### config.mk
export PLATFORM = sky130hd
export DESIGN_NAME = volume_popup_qualifier
export DESIGN_NICKNAME = d
export VERILOG_FILES = /design/src/hdl/vpq_pkg.sv /design/src/hdl/vpq_select.sv /design/src/hdl/vpq_popup.sv /design/src/hdl/volume_popup_qualifier.sv
export SDC_FILE = /design/constraint.sdc
export NUM_CORES = 1
export LEC_CHECK = 0
export BUFFER_PORTS_ARGS = -buffer_cell sky130_fd_sc_hd__buf_2
export CAP_MARGIN = 40
export CORE_AREA = 10 10 127 129
export DETAILED_ROUTE_END_ITERATION = 7
export DIE_AREA = 0 0 137 139
export PLACE_DENSITY_LB_ADDON = 0.15
export REMOVE_ABC_BUFFERS = 1
export SYNTH_ARGS = -nofsm -noshare
export SYNTH_HDL_FRONTEND = slang
export SYNTH_SLANG_ARGS = --single-unit
### constraint.sdc
create_clock -name clk -period 10.7 [get_ports clk]
set_input_delay 3.21 -clock clk [delete_from_list [all_inputs] [get_ports clk]]
set_output_delay 3.21 -clock clk [all_outputs]
set_load 0.02 [all_outputs]
### src/hdl/vpq_pkg.sv
// Shared types and constants of the volume popup qualifier.
// No dependencies; every other file of the block imports this package.
`timescale 1ns / 1ps
`default_nettype none

package vpq_pkg;

    localparam int VOL_W        = 6;
    localparam int OVR_W        = 16;
    localparam int HOLD_W       = 10;
    localparam int MISS_W       = 8;
    localparam int STABLE_W     = 4;
    localparam int CFG_IDX_W    = 2;
    localparam int CFG_DATA_W   = 10;

    localparam int REASSERT_PERIOD = 20;
    localparam int PHASE_W         = $clog2(REASSERT_PERIOD);

    localparam logic [STABLE_W-1:0] STABLE_CAP = STABLE_W'(9);

    // Register indexes of the configuration port.
    localparam logic [CFG_IDX_W-1:0] CFG_DWELL_LEN       = CFG_IDX_W'(0);
    localparam logic [CFG_IDX_W-1:0] CFG_FAIL_LIMIT      = CFG_IDX_W'(1);
    localparam logic [CFG_IDX_W-1:0] CFG_MAX_VOLUME      = CFG_IDX_W'(2);
    localparam logic [CFG_IDX_W-1:0] CFG_READER_ATTACHED = CFG_IDX_W'(3);

    // Reset values of the configuration registers.
    localparam logic [HOLD_W-1:0] DWELL_LEN_RST  = HOLD_W'(28);
    localparam logic [MISS_W-1:0] FAIL_LIMIT_RST = MISS_W'(200);
    localparam logic [VOL_W-1:0]  MAX_VOLUME_RST = VOL_W'(40);

    typedef struct packed {
        logic [HOLD_W-1:0] dwell_len;
        logic [MISS_W-1:0] fail_limit;
        logic [VOL_W-1:0]  max_volume;
        logic              reader_attached;
    } vpq_cfg_t;

    typedef struct packed {
        logic              live_valid;
        logic [VOL_W-1:0]  live_volume;
        logic              override_valid;
        logic [OVR_W-1:0]  override_value;
        logic              layout_loaded;
    } vpq_item_t;

    // Value chosen for this tick by the selector.
    typedef struct packed {
        logic             have_val;
        logic [VOL_W-1:0] value;
        logic             rescan;
    } vpq_pick_t;

    typedef struct packed {
        logic             draw;
        logic [VOL_W-1:0] draw_volume;
        logic             hide;
        logic             reassert;
        logic             rescan;
    } vpq_result_t;

endpackage

`default_nettype wire

### src/hdl/vpq_select.sv
// Value selector of the volume popup qualifier: override clamp, live debouncer, miss counter.
// Depends on vpq_pkg.
`timescale 1ns / 1ps
`default_nettype none

module vpq_select
    import vpq_pkg::*;
(
    input  wire logic      clk,
    input  wire logic      rst_n,
    input  wire logic      step,
    input  wire vpq_item_t item,
    input  wire vpq_cfg_t  cfg,
    input  wire logic      popup_shown,
    output vpq_pick_t      pick
);

    logic                cand_valid_reg, cand_valid_next;
    logic [VOL_W-1:0]    cand_value_reg, cand_value_next;
    logic [STABLE_W-1:0] stable_count_reg, stable_count_next;
    logic [MISS_W-1:0]   miss_count_reg, miss_count_next;

    logic              live_ok;
    logic              match;
    logic [MISS_W-1:0] miss_inc;

    always_comb
    begin
        cand_valid_next   = cand_valid_reg;
        cand_value_next   = cand_value_reg;
        stable_count_next = stable_count_reg;
        miss_count_next   = miss_count_reg;
        pick              = '0;

        live_ok  = item.live_valid && (item.live_volume <= cfg.max_volume);
        match    = cand_valid_reg && (cand_value_reg == item.live_volume);
        miss_inc = (miss_count_reg < cfg.fail_limit) ? miss_count_reg + MISS_W'(1)
                                                     : miss_count_reg;

        if (item.override_valid)
        begin
            // The override bypasses the debouncer and leaves its state alone.
            pick.have_val = 1'b1;
            if (item.override_value <= {{(OVR_W-VOL_W){1'b0}}, cfg.max_volume})
                pick.value = item.override_value[VOL_W-1:0];
            else
                pick.value = cfg.max_volume;
        end
        else if (!live_ok)
        begin
            miss_count_next = miss_inc;
            if ((miss_inc >= cfg.fail_limit) && cfg.reader_attached)
            begin
                miss_count_next   = '0;
                cand_valid_next   = 1'b0;
                cand_value_next   = '0;
                stable_count_next = '0;
                pick.rescan       = 1'b1;
            end
        end
        else
        begin
            miss_count_next = '0;
            if (match)
            begin
                if (stable_count_reg < STABLE_CAP)
                    stable_count_next = stable_count_reg + STABLE_W'(1);
            end
            else
            begin
                cand_valid_next   = 1'b1;
                cand_value_next   = item.live_volume;
                stable_count_next = '0;
            end
            // Once the candidate has repeated, it equals the sample itself.
            pick.value    = item.live_volume;
            pick.have_val = popup_shown || (stable_count_next != '0);
        end
    end

    always_ff @(posedge clk or negedge rst_n)
    begin
        if (!rst_n)
        begin
            cand_valid_reg   <= 1'b0;
            cand_value_reg   <= '0;
            stable_count_reg <= '0;
            miss_count_reg   <= '0;
        end
        else if (step)
        begin
            cand_valid_reg   <= cand_valid_next;
            cand_value_reg   <= cand_value_next;
            stable_count_reg <= stable_count_next;
            miss_count_reg   <= miss_count_next;
        end
    end

endmodule

`default_nettype wire

### src/hdl/vpq_popup.sv
// Popup controller of the volume popup qualifier: seeding, draw, hold timer, reassert phase.
// Depends on vpq_pkg.
`timescale 1ns / 1ps
`default_nettype none

module vpq_popup
    import vpq_pkg::*;
(
    input  wire logic      clk,
    input  wire logic      rst_n,
    input  wire logic      step,
    input  wire logic      layout_loaded,
    input  wire vpq_pick_t pick,
    input  wire vpq_cfg_t  cfg,
    output logic           popup_shown,
    output vpq_result_t    result
);

    logic               layout_ready_reg, layout_ready_next;
    logic               seeded_reg, seeded_next;
    logic [VOL_W-1:0]   last_shown_reg, last_shown_next;
    logic               shown_reg, shown_next;
    logic [HOLD_W-1:0]  dwell_cnt_reg, dwell_cnt_next;
    logic [PHASE_W-1:0] tick_phase_reg, tick_phase_next;

    logic [PHASE_W:0]   phase_inc;

    assign popup_shown = shown_reg;

    always_comb
    begin
        layout_ready_next = layout_ready_reg | layout_loaded;
        seeded_next       = seeded_reg & ~layout_loaded;
        last_shown_next   = last_shown_reg;
        shown_next        = shown_reg;
        dwell_cnt_next    = dwell_cnt_reg;
        result            = '0;
        result.rescan     = pick.rescan;

        if (layout_ready_next && pick.have_val)
        begin
            if (!seeded_next)
            begin
                // First value after a layout load only seeds.
                seeded_next     = 1'b1;
                last_shown_next = pick.value;
            end
            else if (pick.value != last_shown_reg)
            begin
                last_shown_next    = pick.value;
                result.draw        = 1'b1;
                result.draw_volume = pick.value;
                shown_next         = 1'b1;
                dwell_cnt_next     = cfg.dwell_len;
            end
        end

        if (shown_next)
        begin
            if (dwell_cnt_next != '0)
                dwell_cnt_next = dwell_cnt_next - HOLD_W'(1);
            else
            begin
                result.hide = 1'b1;
                shown_next  = 1'b0;
            end
        end

        phase_inc = {1'b0, tick_phase_reg} + (PHASE_W+1)'(1);
        if (phase_inc >= (PHASE_W+1)'(REASSERT_PERIOD))
            tick_phase_next = '0;
        else
            tick_phase_next = phase_inc[PHASE_W-1:0];

        result.reassert = shown_next && (tick_phase_next == '0);
    end

    always_ff @(posedge clk or negedge rst_n)
    begin
        if (!rst_n)
        begin
            layout_ready_reg <= 1'b0;
            seeded_reg       <= 1'b0;
            last_shown_reg   <= '0;
            shown_reg        <= 1'b0;
            dwell_cnt_reg    <= '0;
            tick_phase_reg   <= '0;
        end
        else if (step)
        begin
            layout_ready_reg <= layout_ready_next;
            seeded_reg       <= seeded_next;
            last_shown_reg   <= last_shown_next;
            shown_reg        <= shown_next;
            dwell_cnt_reg    <= dwell_cnt_next;
            tick_phase_reg   <= tick_phase_next;
        end
    end

endmodule

`default_nettype wire

### src/hdl/volume_popup_qualifier.sv
// Top level of the volume popup qualifier: handshakes, configuration registers, pipeline.
// Depends on vpq_pkg, vpq_select and vpq_popup.
`timescale 1ns / 1ps
`default_nettype none

// The volume popup qualifier takes one word per poll tick and returns exactly one result
// word for it. A word is captured in an input register, evaluated combinationally by the
// selector and popup controller, and the result is placed in an output register, so a
// new word can be accepted every cycle while the output is not stalled. out_valid rises
// when the result of an accepted word is placed in the output register. The rate is one
// word per clock while the output is not stalled, set by the single state update per
// tick in the selector and popup controller. The input register still takes a word while
// a finished result waits, until both stages are full. Configuration writes are always
// accepted (cfg_ready is high) and should only be issued while no word is in flight;
// all four registers come out of reset with their defaults, reader_attached cleared.

module volume_popup_qualifier
    import vpq_pkg::*;
(
    input  wire logic                  clk,
    input  wire logic                  rst_n,

    input  wire logic                  in_valid,
    output logic                       in_ready,
    input  wire logic                  live_valid,
    input  wire logic [VOL_W-1:0]      live_volume,
    input  wire logic                  override_valid,
    input  wire logic [OVR_W-1:0]      override_value,
    input  wire logic                  layout_loaded,

    output logic                       out_valid,
    input  wire logic                  out_ready,
    output logic                       draw,
    output logic [VOL_W-1:0]           draw_volume,
    output logic                       hide,
    output logic                       reassert,
    output logic                       rescan,

    input  wire logic                  cfg_valid,
    output logic                       cfg_ready,
    input  wire logic [CFG_IDX_W-1:0]  cfg_index,
    input  wire logic [CFG_DATA_W-1:0] cfg_data
);

    vpq_cfg_t    cfg_reg;
    vpq_item_t   item_reg;
    logic        item_valid_reg;
    vpq_result_t result_reg;
    logic        out_valid_reg;

    vpq_pick_t   pick;
    vpq_result_t result;
    logic        popup_shown;
    logic        step;

    // A captured word is evaluated whenever the output register is free or being emptied.
    assign step      = item_valid_reg && (!out_valid_reg || out_ready);
    assign in_ready  = !item_valid_reg || step;
    assign cfg_ready = 1'b1;

    // Configuration registers.
    always_ff @(posedge clk or negedge rst_n)
    begin
        if (!rst_n)
        begin
            cfg_reg.dwell_len       <= DWELL_LEN_RST;
            cfg_reg.fail_limit      <= FAIL_LIMIT_RST;
            cfg_reg.max_volume      <= MAX_VOLUME_RST;
            cfg_reg.reader_attached <= 1'b0;
        end
        else if (cfg_valid && cfg_ready)
        begin
            case (cfg_index)
                CFG_DWELL_LEN:       cfg_reg.dwell_len       <= cfg_data[HOLD_W-1:0];
                CFG_FAIL_LIMIT:      cfg_reg.fail_limit      <= cfg_data[MISS_W-1:0];
                CFG_MAX_VOLUME:      cfg_reg.max_volume      <= cfg_data[VOL_W-1:0];
                CFG_READER_ATTACHED: cfg_reg.reader_attached <= cfg_data[0];
                default:             cfg_reg                 <= cfg_reg;
            endcase
        end
    end

    // Input register: control bit is reset, the payload is not.
    always_ff @(posedge clk or negedge rst_n)
    begin
        if (!rst_n)
            item_valid_reg <= 1'b0;
        else if (in_ready)
            item_valid_reg <= in_valid;
    end

    always_ff @(posedge clk)
    begin
        if (in_valid && in_ready)
        begin
            item_reg.live_valid     <= live_valid;
            item_reg.live_volume    <= live_volume;
            item_reg.override_valid <= override_valid;
            item_reg.override_value <= override_value;
            item_reg.layout_loaded  <= layout_loaded;
        end
    end

    vpq_select u_select
    (
        .clk         (clk),
        .rst_n       (rst_n),
        .step        (step),
        .item        (item_reg),
        .cfg         (cfg_reg),
        .popup_shown (popup_shown),
        .pick        (pick)
    );

    vpq_popup u_popup
    (
        .clk           (clk),
        .rst_n         (rst_n),
        .step          (step),
        .layout_loaded (item_reg.layout_loaded),
        .pick          (pick),
        .cfg           (cfg_reg),
        .popup_shown   (popup_shown),
        .result        (result)
    );

    // Output register.
    always_ff @(posedge clk or negedge rst_n)
    begin
        if (!rst_n)
            out_valid_reg <= 1'b0;
        else if (step)
            out_valid_reg <= 1'b1;
        else if (out_ready)
            out_valid_reg <= 1'b0;
    end

    always_ff @(posedge clk)
    begin
        if (step)
            result_reg <= result;
    end

    assign out_valid   = out_valid_reg;
    assign draw        = result_reg.draw;
    assign draw_volume = result_reg.draw_volume;
    assign hide        = result_reg.hide;
    assign reassert    = result_reg.reassert;
    assign rescan      = result_reg.rescan;

endmodule

`default_nettype wire

# After elaboration in Yosys (flattened, before gate mapping)
# Cells that the tools add are included.
[classes]
n_addsub = 4
n_lt_le_gt_ge = 6
eq_ne = 7
n_mux = 37
bitwise = 4
n_reduce_logical = 29
[op_table]
columns = ["op", "n"]
rows = [
  ["$mux W10", 5],
  ["$mux W6", 6],
  ["$mux W4", 6],
  ["$mux W8", 3],
  ["$mux W7", 3],
  ["$le A16 B6 Y1", 1],
  ["$mux W1", 13],
  ["$reduce_and A2 Y1", 6],
  ["$reduce_bool A10 Y1", 1],
  ["$sub A10 B1 Y10 const B", 1],
  ["$reduce_and A3 Y1", 3],
  ["$add A8 B1 Y8 const B", 1],
  ["$ge A8 B8 Y1", 1],
  ["$lt A8 B8 Y1", 1],
  ["$logic_and A1 B1 Y1", 7],
  ["$add A5 B1 Y6 const B", 1],
  ["$eq A6 B6 Y1", 1],
  ["$ge A6 B5 Y1 const B", 1],
  ["$le A6 B6 Y1", 1],
  ["$ne A6 B6 Y1", 1],
  ["$logic_not A5 Y1", 1],
  ["$mux W5", 1],
  ["$add A4 B1 Y4 const B", 1],
  ["$eq A2 B2 Y1 const B", 2],
  ["other kinds (13)", 19],
]
[totals]
regBits = 105
input_bits = 42
output_inout_bits = 13
word_cells = 113

# Longest topological paths before layout
[logic_depth]
word_depth = 17
mapped_depth = 21
ltp_nobuf = 20

# Hierarchy
# A second synthesis with hierarchy kept.
[unflattened]
hier_cells = 541
area_unflattened_um2 = 5964.5
[modules_own_cells]
columns = ["module", "instances", "cells_per_inst", "area_per_inst_um2", "seq_area_each_um2"]
rows = [
  ["volume_popup_qualifier", 1, 100, 2119.5, 1736.7],
  ["vpq_select", 1, 225, 2045.7, 475.5],
  ["vpq_popup", 1, 216, 1799.2, 600.6],
]

# Least setup slack after synthesis
# No wires, ideal clock.
[synth_path]
path_type = "input-to-output"
startpoint = "in out_ready"
endpoint = "out in_ready"
t_arrival_ns = 3.488
t_required_ns = 7.490
setup_slack_ns = 4.002
stages = 1
path_buffers = 0
cell_sequence = "nand3b_1"
[synth_via]
elab_chain_cells = 3
[synth_lines]
columns = ["element", "line_no", "rtl"]
rows = [
  ["start, declared", "volume_popup_qualifier.sv:32", "input wire logic out_ready,"],
  ["$logic_or A1 B1 Y1", "volume_popup_qualifier.sv:57", "assign step = item_valid_reg && (!out_valid_reg || out_ready);"],
  ["$logic_and A1 B1 Y1", "volume_popup_qualifier.sv:57", ""],
  ["$logic_or A1 B1 Y1", "volume_popup_qualifier.sv:58", "assign in_ready = !item_valid_reg || step;"],
  ["end, declared", "volume_popup_qualifier.sv:24", "output logic in_ready,"],
]
# Every way passes these cells.

# Final worst setup path
# Ends and elaborated chain as after synthesis.

==> metrics.csv <==
stage;metric;value;unit
power;pwr dens;200.3;mW/mm2
global_routing;vias in the first global route;4620;
floorplan;core area;0.01367;mm2
layout;share of cells above drive strength 1;0.1853;
logic_synthesis;Distinct cells, synth;68;
timing;hold_ws;0.5004;ns
global_routing;antenna violations before repair;0;
layout;most common cell after layout, fill and taps aside;dfrtp_1;
layout;final net count;723;
logic_synthesis;Post-Syn Area;0.006052;mm2
clocking;CTS tree;yes;
timing;worst slew pin tran;0.8992;ns
clocking;htree depth;3;
hold_path;type of the worst min-delay path;reg2reg;
power;P_leak;2.924;nW
timing;final hold vios;0;
timing;Slew Limit Fails;0;
logic_synthesis;Avg Cell Area, Syn;10.24;um2
run_status;status;finished clean;
placement;GP Congestion;0.8702;
drt;drt first pass iters;4;
critical_path;most frequent CP cell;buf_2;
critical_path;R2R Path End;u_popup.dwell_cnt_reg[5]$_DFFE_PN0P_;
critical_path;critical path class;in2out;
layout;Filler cells;1270;
layout;ant diodes;0;
critical_path;worst path cell trace;buf_2 > nand3b_1 > buf_2;
critical_path;stages on the worst setup path;3;
critical_path;slowest library cell on the worst path;buf_2;
timing;final setup TNS;0;ns
flow_run;max cap viols;0;
logic_synthesis;flops & latches, synth;105;
critical_path;critical path arrival;3.65;ns
critical_path;Startpoint Class;input pin;
placement;dpl hpwl;10340;um
critical_path;Max stage delay on crit path;0.18;ns
critical_path;CP Max Fanout;3;
logic_synthesis;Async S/R FF share, synth;0.6667;
floorplan;area of the die;0.01904;mm2
critical_path;RR Startpoint;cfg_reg[4]$_DFFE_PN1P_;
drt;Final ANT Viol Nets;0;
clocking;Resize count post-CTS;0;
global_routing;pin count of the biggest net entering global routing;53;
logic_synthesis;number of synthesized flops with an enable pin;35;
critical_path;kind of cell adding the most delay to the critical path;buffers and inverters;
logic_synthesis;Syn. warnings;0;
timing;Period minus WS final;6.865;ns
critical_path;kind of end point of the critical path;output pin;
layout;design area;0.006867;mm2
critical_path;Worst R2R Setup Slack;5.76;ns
placement;Area after DPL;0.006565;mm2
layout;most frequent cells in the layout;dfrtp_1 (62), nand2_1 (55), buf_2 (53);
clocking;Post-CTS Setup Repair Bufs;0;
drt;DR iter-0 viols;250;
clocking;CTS root buffer;clkbuf_16;
clocking;Clock transition at path regs;0.08;ns
timing;# setup viols final;0;
timing;Clock Skew;0.01005;ns
drt;drt wl/cell;16.45;um
clocking;Max Root-Sink Buffers;2;
clocking;Clk Latency, worst-skew pair;0.35;ns
critical_path;Reg2Reg Depth;19;
timing;Final Cycle Share;0.6416;
power;VDD IR max;0.00009183;V
drt;Vias/cell;5.571;
clocking;cts hold-fix bufs;0;
drt;vias;4641;
floorplan;io pins;55;
floorplan;die extent in x;137;um
hold_path;hold path depth;1;
floorplan;DIE HEIGHT;139;um
timing;fmax;145.7;MHz
global_routing;overall routing resource usage;0.1479;
floorplan;row count;43;
critical_path;CP Buf/Inv Count;2;
drt;WL final;13700;um
critical_path;Worst setup endpoint;in_ready;
logic_synthesis;Mapped Cells;591;
global_routing;global-route wire length before repair;23030;um
global_routing;grt ovf;0;
clocking;CTS Buf Count;9;
timing;RSZ-0062 raised after global routing;no;
timing;Slew HR;0.3969;
critical_path;Critical Path RT;7.49;ns
drt;DRC Markers;0;
placement;port buffer count;53;
floorplan;Initial Utilization;0.4429;
clocking;Num Clock Sinks;105;
logic_synthesis;post-synthesis sequential area ratio;0.4648;
layout;Area growth syn-to-layout;13.46;%
critical_path;Worst Setup SP;out_ready;
logic_synthesis;ys flop type;dfrtp_1;
==> power breakdown <==
part           internal [mW]  leakage, nW  switching (mW)  total, mW
Combinational          0.200         1.61           0.228      0.427
Sequential             0.509         1.17           0.104      0.613
Clock                  0.183        0.147           0.152      0.335
==> worst min path at each step <==
stage / from / slack (ns) / end
floorplan: u_popup.layout_ready_reg$_DFFE_PN0P_ / 0.45 / u_popup.layout_ready_reg$_DFFE_PN0P_
global placement: item_valid_reg$_DFFE_PN0N_ / 0.47 / out_valid$_DFFE_PN0P_
detailed placement: item_valid_reg$_DFFE_PN0N_ / 0.48 / out_valid$_DFFE_PN0P_
CTS: item_valid_reg$_DFFE_PN0N_ / 0.50 / out_valid$_DFFE_PN0P_
global route: item_valid_reg$_DFFE_PN0N_ / 0.53 / out_valid$_DFFE_PN0P_
finish: item_valid_reg$_DFFE_PN0N_ / 0.50 / out_valid$_DFFE_PN0P_
==> cells in the mapped netlist (11+ instances only) <==
master	count	share of area
a21o_1	11	0.014
nand2_1	55	0.034
nor3_1	17	0.014
nand3_1	11	0.0091
o21ai_0	25	0.021
inv_1	46	0.029
dfrtp_1	62	0.26
mux2i_1	14	0.023
edfxtp_1	35	0.17
a21oi_1	36	0.030
xnor2_1	13	0.019
mux2_2	26	0.048
clkbuf_1	11	0.0068
xor2_1	14	0.020
a31oi_1	11	0.011
ha_1	33	0.068
nor2_1	33	0.020
==> kinds of logic (layout without fill, tap and decap cells) <==
| logic type | after synthesis | count (layout) | synth area share |
|---|---|---|---|
| buffers and inverters | 63 | 125 | 0.04238 |
| AOI/OAI and AO/OA | 143 | 143 | 0.1617 |
| DFF | 105 | 105 | 0.4648 |
| adders and majority gates | 33 | 33 | 0.06822 |
| and+or+nand+nor | 178 | 178 | 0.1495 |
| xor gates and xnor gates | 27 | 27 | 0.03907 |
| other | 1 | 1 | 0.0006196 |
| muxes | 41 | 41 | 0.07380 |
==> cell type report <==
| cell class | count | area (um2) | share of cell area |
|---|---|---|---|
| Multi-Input combinational cell | 423 | 2983 | 0.4344 |
| Sequential cell | 105 | 2813 | 0.4096 |
| Timing Repair Buffer | 62 | 367.9 | 0.05357 |
| Clock buffer | 9 | 225.2 | 0.03280 |
| Tap cell | 180 | 225.2 | 0.03280 |
| Inverter | 47 | 176.4 | 0.02569 |
| Clock inverter | 7 | 76.32 | 0.01112 |
==> routing by layer <==
layer | track usage | wire length [um] | vias to the layer above
li1 | - | - | 2284
met3 | 0.03551 | 615 | 15
met5 | 0 | 0 | -
met2 | 0.2314 | 6546 | 101
met4 | 0.04218 | 229 | 0
met1 | 0.1977 | 6307 | 2241
==> worst register-to-register path, stage by stage, from the launching register on <==
cell	delay [ns]
dfstp_2	0.58
inv_1	0.09
ha_1	0.32
and4_1	0.22
a31oi_1	0.13
or3_4	0.39
nor2_4	0.22
mux2i_1	0.36
mux2i_2	0.38
o31ai_4	0.12
buf_4	0.25
mux2i_1	0.16
ha_1	0.29
nand3_1	0.20
nand2_1	0.11
or4_1	0.47
nor3_1	0.21
nand2_1	0.08
mux2i_1	0.14
a22oi_1	0.11
==> metrics by stage <==
stage	setup slack (ns)	total power, mW	cells	util
global placement	3.837	1.023	814	0.4762
floorplan	4.002	0.9150	575	-
global route	3.809	1.479	833	0.5025
CTS	3.831	1.389	833	0.5025
finish	3.835	1.376	833	0.5025
detailed placement	3.834	1.045	817	0.4804
Note: power is estimated with default switching activity, not from simulation.
